File: src/rtl/sccd_pkg.sv
package sccd_pkg;

  localparam logic [7:0]  SyncFirst  = 8'hDE;
  localparam logic [7:0]  SyncSecond = 8'hC0;
  localparam logic [3:0]  PhaseHunt  = 4'd0;
  localparam logic [3:0]  PhaseChkHi = 4'd1;
  localparam logic [3:0]  PhaseChkLo = 4'd2;
  localparam logic [3:0]  PhaseFirst = 4'd5;
  localparam logic [3:0]  PhaseSecnd = 4'd8;
  localparam logic [3:0]  PhaseThird = 4'd11;
  localparam logic [3:0]  LastPhase  = 4'd13;
  localparam logic [23:0] KeptReset  = 24'd100;

  // one result item
  typedef struct packed {
    logic signed [23:0] first_value;
    logic signed [23:0] second_value;
    logic signed [23:0] third_value;
    logic               frame_ok;
    logic [31:0]        good_count;
  } result_t;

endpackage

File: src/rtl/sccd_deframer.sv
module sccd_deframer (
  input  logic            clk,
  input  logic            rst_n,
  input  logic            step,
  input  logic [7:0]      rx_byte,
  output logic            last_byte,
  output sccd_pkg::result_t res
);
  import sccd_pkg::*;

  logic [3:0]  phase_r, phase_nxt;
  logic        saw_r, saw_nxt;
  logic [15:0] check_r, check_nxt;
  logic [11:0] sum_r, sum_nxt;
  logic [23:0] col1_r, col1_nxt, col2_r, col2_nxt, col3_r, col3_nxt;
  logic [23:0] kept1_r, kept1_nxt, kept2_r, kept2_nxt, kept3_r, kept3_nxt;
  logic [31:0] cnt_r, cnt_nxt;
  logic        ok;

  assign last_byte = (phase_r == LastPhase);
  assign ok = ({4'd0, sum_nxt} == ~check_r);

  // per-byte frame state update
  always_comb begin
    phase_nxt = phase_r;
    saw_nxt   = saw_r;
    check_nxt = check_r;
    sum_nxt   = sum_r;
    col1_nxt  = col1_r;
    col2_nxt  = col2_r;
    col3_nxt  = col3_r;
    kept1_nxt = kept1_r;
    kept2_nxt = kept2_r;
    kept3_nxt = kept3_r;
    cnt_nxt   = cnt_r;
    if (phase_r == PhaseHunt || phase_r > LastPhase) begin
      if (saw_r && rx_byte == SyncSecond) begin
        phase_nxt = PhaseChkHi;
        saw_nxt   = 1'b0;
      end else begin
        phase_nxt = PhaseHunt;
        saw_nxt   = (rx_byte == SyncFirst);
      end
    end else if (phase_r <= PhaseChkLo) begin
      check_nxt = {check_r[7:0], rx_byte};
      sum_nxt   = '0;
      phase_nxt = phase_r + 4'd1;
    end else begin
      sum_nxt = sum_r + {4'd0, rx_byte};
      if (phase_r >= PhaseThird) begin
        col3_nxt = {col3_r[15:0], rx_byte};
      end else if (phase_r >= PhaseSecnd) begin
        col2_nxt = {col2_r[15:0], rx_byte};
      end else if (phase_r >= PhaseFirst) begin
        col1_nxt = {col1_r[15:0], rx_byte};
      end
      if (phase_r < LastPhase) begin
        phase_nxt = phase_r + 4'd1;
      end else begin
        phase_nxt = PhaseHunt;
        saw_nxt   = 1'b0;
        if (ok) begin
          kept1_nxt = col1_nxt;
          kept2_nxt = col2_nxt;
          kept3_nxt = col3_nxt;
          cnt_nxt   = cnt_r + 32'd1;
        end
      end
    end
  end

  // result of the last payload byte
  always_comb begin
    res.first_value  = kept1_nxt;
    res.second_value = kept2_nxt;
    res.third_value  = kept3_nxt;
    res.frame_ok     = ok;
    res.good_count   = cnt_nxt;
  end

  always_ff @(posedge clk) begin
    if (!rst_n) begin
      phase_r <= PhaseHunt;
      saw_r   <= 1'b0;
      check_r <= '0;
      sum_r   <= '0;
      col1_r  <= '0;
      col2_r  <= '0;
      col3_r  <= '0;
      kept1_r <= KeptReset;
      kept2_r <= KeptReset;
      kept3_r <= KeptReset;
      cnt_r   <= '0;
    end else if (step) begin
      phase_r <= phase_nxt;
      saw_r   <= saw_nxt;
      check_r <= check_nxt;
      sum_r   <= sum_nxt;
      col1_r  <= col1_nxt;
      col2_r  <= col2_nxt;
      col3_r  <= col3_nxt;
      kept1_r <= kept1_nxt;
      kept2_r <= kept2_nxt;
      kept3_r <= kept3_nxt;
      cnt_r   <= cnt_nxt;
    end
  end

endmodule

File: src/rtl/sync_checksum_frame_deframer_core.sv
// Output: the result of a frame is registered from the held last payload byte.
// Throughput: one byte per cycle; a held byte moves on every cycle unless it ends
// a frame while the previous result is still held and stalled.
// Reset: synchronous, active low; clears the frame state, the good-frame count
// and both valid flags; kept values return to 100.
module sync_checksum_frame_deframer_core (
  input  logic               clk,
  input  logic               rst_n,
  input  logic               in_valid,
  output logic               in_stall,
  input  logic [7:0]         in_rx_byte,
  output logic               out_valid,
  input  logic               out_stall,
  output logic signed [23:0] out_first_value,
  output logic signed [23:0] out_second_value,
  output logic signed [23:0] out_third_value,
  output logic               out_frame_ok,
  output logic [31:0]        out_good_count
);
  import sccd_pkg::*;

  logic       in_v_r, in_v_nxt;
  logic [7:0] in_byte_r;
  logic       out_v_r, out_v_nxt;
  result_t    out_r;
  result_t    res;
  logic       last_byte;
  logic       out_free;
  logic       advance;
  logic       load;
  logic       in_take;

  // byte moves on unless it would finish a frame into a full, stalled output slot
  assign out_free = !out_v_r || !out_stall;
  assign advance  = in_v_r && (!last_byte || out_free);
  assign load     = advance && last_byte;
  assign in_stall = in_v_r && !advance;
  assign in_take  = in_valid && !in_stall;

  sccd_deframer u_deframer (
    .clk       (clk),
    .rst_n     (rst_n),
    .step      (advance),
    .rx_byte   (in_byte_r),
    .last_byte (last_byte),
    .res       (res)
  );

  always_comb begin
    in_v_nxt = in_v_r;
    if (in_take) begin
      in_v_nxt = 1'b1;
    end else if (advance) begin
      in_v_nxt = 1'b0;
    end
    out_v_nxt = out_v_r;
    if (load) begin
      out_v_nxt = 1'b1;
    end else if (out_v_r && !out_stall) begin
      out_v_nxt = 1'b0;
    end
  end

  always_ff @(posedge clk) begin
    if (!rst_n) begin
      in_v_r  <= 1'b0;
      out_v_r <= 1'b0;
    end else begin
      in_v_r  <= in_v_nxt;
      out_v_r <= out_v_nxt;
    end
  end

  // payload registers
  always_ff @(posedge clk) begin
    if (in_take) begin
      in_byte_r <= in_rx_byte;
    end
    if (load) begin
      out_r <= res;
    end
  end

  assign out_valid        = out_v_r;
  assign out_first_value  = out_r.first_value;
  assign out_second_value = out_r.second_value;
  assign out_third_value  = out_r.third_value;
  assign out_frame_ok     = out_r.frame_ok;
  assign out_good_count   = out_r.good_count;

  // a result never overwrites one that is still held
  a_no_overwrite: assert property (@(posedge clk) disable iff (!rst_n)
    (load && out_v_r) |-> !out_stall)
    else $error("result register overwritten while stalled");

  // only a held byte can stall the input
  a_stall_held: assert property (@(posedge clk) disable iff (!rst_n)
    in_stall |-> in_v_r)
    else $error("input stalled with empty register");

  // a held byte that is not a frame end never waits
  a_no_wait: assert property (@(posedge clk) disable iff (!rst_n)
    (in_v_r && !last_byte) |-> advance)
    else $error("non-final byte held back");

endmodule
File: config.mk
export PLATFORM = sky130hd
export DESIGN_NAME = sync_checksum_frame_deframer_core
export DESIGN_NICKNAME = d
export VERILOG_FILES = /design/src/rtl/sccd_pkg.sv /design/src/rtl/sccd_deframer.sv /design/src/rtl/sync_checksum_frame_deframer_core.sv
export SDC_FILE = /design/constraint.sdc
export NUM_CORES = 1
export LEC_CHECK = 0
export ABC_AREA = 1
export BUFFER_PORTS_ARGS = -buffer_cell sky130_fd_sc_hd__buf_2
export CAP_MARGIN = 10
export CORE_ASPECT_RATIO = 2
export CORE_MARGIN = 5
export CORE_UTILIZATION = 55
export DETAILED_ROUTE_END_ITERATION = 6
export PLACE_DENSITY = 0.74
export SYNTH_ARGS = -nofsm -noshare
export SYNTH_HDL_FRONTEND = slang
export SYNTH_SLANG_ARGS = --single-unit
File: constraint.sdc
create_clock -name clk -period 12.8 [get_ports clk]
set_input_delay 1.28 -clock clk [delete_from_list [all_inputs] [get_ports clk]]
set_output_delay 1.28 -clock clk [all_outputs]
set_load 0.05 [all_outputs]
==> run metrics <==
status=finished clean; ys async rst share=0; largest net degree at the start of global routing=121; top-count cell post-synth=nand2_1; register area share after synthesis=0.478; Worst setup SP type=flip-flop; Initial Utilization=0.554; Area Overhead vs Synth=10.6%; Root Buffer=clkbuf_16; Routed WL=41.3 mm; top_reg_cell synth=dfxtp_1; max-cap check violation count=0; TritonRoute pass-1 iters=7; gr ovfl total=0; Post-DP HPWL=26.9 mm; top post-synthesis cells by area=dfxtp_1, edfxtp_1, nand2_1; part of the cycle the worst path needs=0.351; Slew @ Worst Pin=1.07 ns; Final ANT Viol Nets=0; Ports=about 120; initial antenna violation count=0; flops & latches, synth=approximately 320; GR Util All Layers=0.253; Max VDD drop=~100 uV; clk_lat worst skew=0.58 ns; post-detailed-route DRC marker count=0; FMAX=~220 MHz; Synth Warn #=0; post-CTS setup buffer count=0; nets@finish=approximately 2,200; floorplan row count=88; Leak=about 8.8 nW; number of I/O port buffers=118; Worst EP required=13.13 ns; Clock transition at path regs=0.07 ns; hold path start=u_deframer.col2_r[18]; CP startpoint=in_byte_r[7]; Tmin final=4.49 ns; most frequent CP cell=nand2_1; synthesized netlist cell count=2,143; setup TNS=0 ns; FILL cells=2,546; via count=14,200; share of cells above drive strength 1=0.121; count of pins over their slew limit=0; Hold Fails Final Rpt=0; clock skew=0.0138 ns; PwrDens=about 130 mW/mm^2; FF/Latch Area=0.00762 sq mm; area of the die=0.0327 sq mm; CTS tree=yes; chip height=251 microns; Syn Std Cell Area=about 0.016 sq mm; Slew headroom=0.284; routed len/inst=16.1 microns; largest area contributor in the netlist=dfxtp_1; Arr. time, crit path=approximately 4.8 ns; Cell Chain, Critical Path=ha_1 > nand2_1 > inv_1 > a21boi_0 > nand3_1 > nand3_1 > nand3_1 > nand2_1 > nand2_1 > nor2_2 > nand2_2 > nor2_2 > nand2_1 > o21a_1; Largest stage delay, worst path=0.82 ns; Final Power=2.26 mW; clk sink count=~320; post-synthesis cell type count=35; CP max FO=24; number of antenna diodes=0; CTS max path bufs=3; Syn Nets=roughly 2,200; GPL Wtd Cong=0.994; Synth Area per Inst=around 7.4 sq um; post-synth top area share=0.265; reg-to-reg startpoint=in_byte_r[7]; vias in the first global route=13,500; worst min path class=flip-flop to flip-flop; most instantiated cells after synthesis=nand2_1, inv_1, dfxtp_1, nor2_1, o21ai_0; Crit. End Element=flip-flop; final setup violation count=0; Post-CTS Resized=0; Die Width=130 microns; DR iter-0 viols=between 1,000 and 1,500; core area=0.0287 sq mm; Post-CTS Hold Buffers=0; critical path type=flip-flop to flip-flop; TritonCTS buffer count=29; CTS H-Tree Depth=1; RSZ-0062 raised after global routing=no; first-pass GRT wire length=66.7 mm; CP max-delay cell=nor2_2; footprint of the multi-input gates=0.00650 sq mm; EDFF count, synth=between 100 and 150; DR vias/cell=5.52
flip-flops by register name, summed over array words and instances, names as in the netlist, 24 cells and up:
register	count
out_second_value	24
u_deframer.col2_r	24
out_first_value	24
u_deframer.kept1_r	24
u_deframer.col3_r	24
u_deframer.col1_r	24
out_good_count	32
out_third_value	24
u_deframer.kept2_r	24
u_deframer.cnt_r	32
u_deframer.kept3_r	24
metrics by stage:
| step | utilization | std cells | worst slack (ns) | hold slack, ns | instance area [sq um] |
|---|---|---|---|---|---|
| after floorplan | - | 2143 | 7.98 | 0.430 | 15900 |
| after global placement | 0.576 | 2513 | 8.27 | 0.439 | 16500 |
| after detailed placement | 0.576 | 2513 | 8.15 | 0.444 | 16500 |
| after CTS | 0.613 | 2567 | 8.34 | 0.454 | 17600 |
| after global routing | 0.613 | 2567 | 7.90 | 0.475 | 17600 |
| final | 0.613 | 2567 | 8.31 | 0.455 | 17600 |
layer usage:
layer  GRT usage  vias to the layer above  part of all wire
met3      0.0344                      154             0.056
li1            -                     7032                 -
met4       0.156                        0             0.064
met1       0.280                     6508              0.37
met5           0                        -                 0
met2       0.445                      483              0.51
final timing paths:
path	end	slack, ns	cells past startpoint
max	out_third_value[6]	8.31	14
min	u_deframer.col2_r[18]	0.45	2
min reg2reg	u_deframer.col2_r[18]	0.45	2
max reg2reg	out_third_value[6]	8.31	14
cell usage in the layout, fill, tap and decap left out, types with 33 or more instances in the layout:
master       n
nand3_1    140
dfxtp_1    211
nand2_1    445
nand2_2     57
buf_2      118
o21ai_0    173
nand4_1    131
inv_1      328
edfxtp_1   113
a21oi_1    148
clkbuf_16   33
nor2_1     196
kinds of logic after synthesis:
family,Yosys count,share of synthesized area
and+or+nand+nor,1004,0.285
DFF,324,0.478
AOI/OAI and AO/OA,342,0.111
adders and majority gates,13,0.0107
buffers and inverters,460,0.116
critical path, delay by kind of cell (launching register included):
family | cells | cell delay [ns]
adder cells (fa/ha/maj) | 1 | 0.43
buffers and inverters | 1 | 0.04
flip-flops | 1 | 0.59
AO/OA/AOI/OAI | 2 | 0.42
AND/OR/NAND/NOR | 10 | 2.73
power breakdown:
part | switching [mW] | total [mW] | internal [mW]
logic | 0.117 | 0.174 | 0.0571
clock network | 0.404 | 0.960 | 0.556
registers | 0.0279 | 1.12 | 1.09
layout make-up:
class | count | area share
Clock inverter | 14 | 0.00888
Multi-Input combinational cell | 1359 | 0.369
Inverter | 336 | 0.0721
Tap cell | 360 | 0.0256
Timing Repair Buffer | 134 | 0.0404
Clock buffer | 40 | 0.0512
Sequential cell | 324 | 0.433
Note: power is estimated with default switching activity, not from simulation.
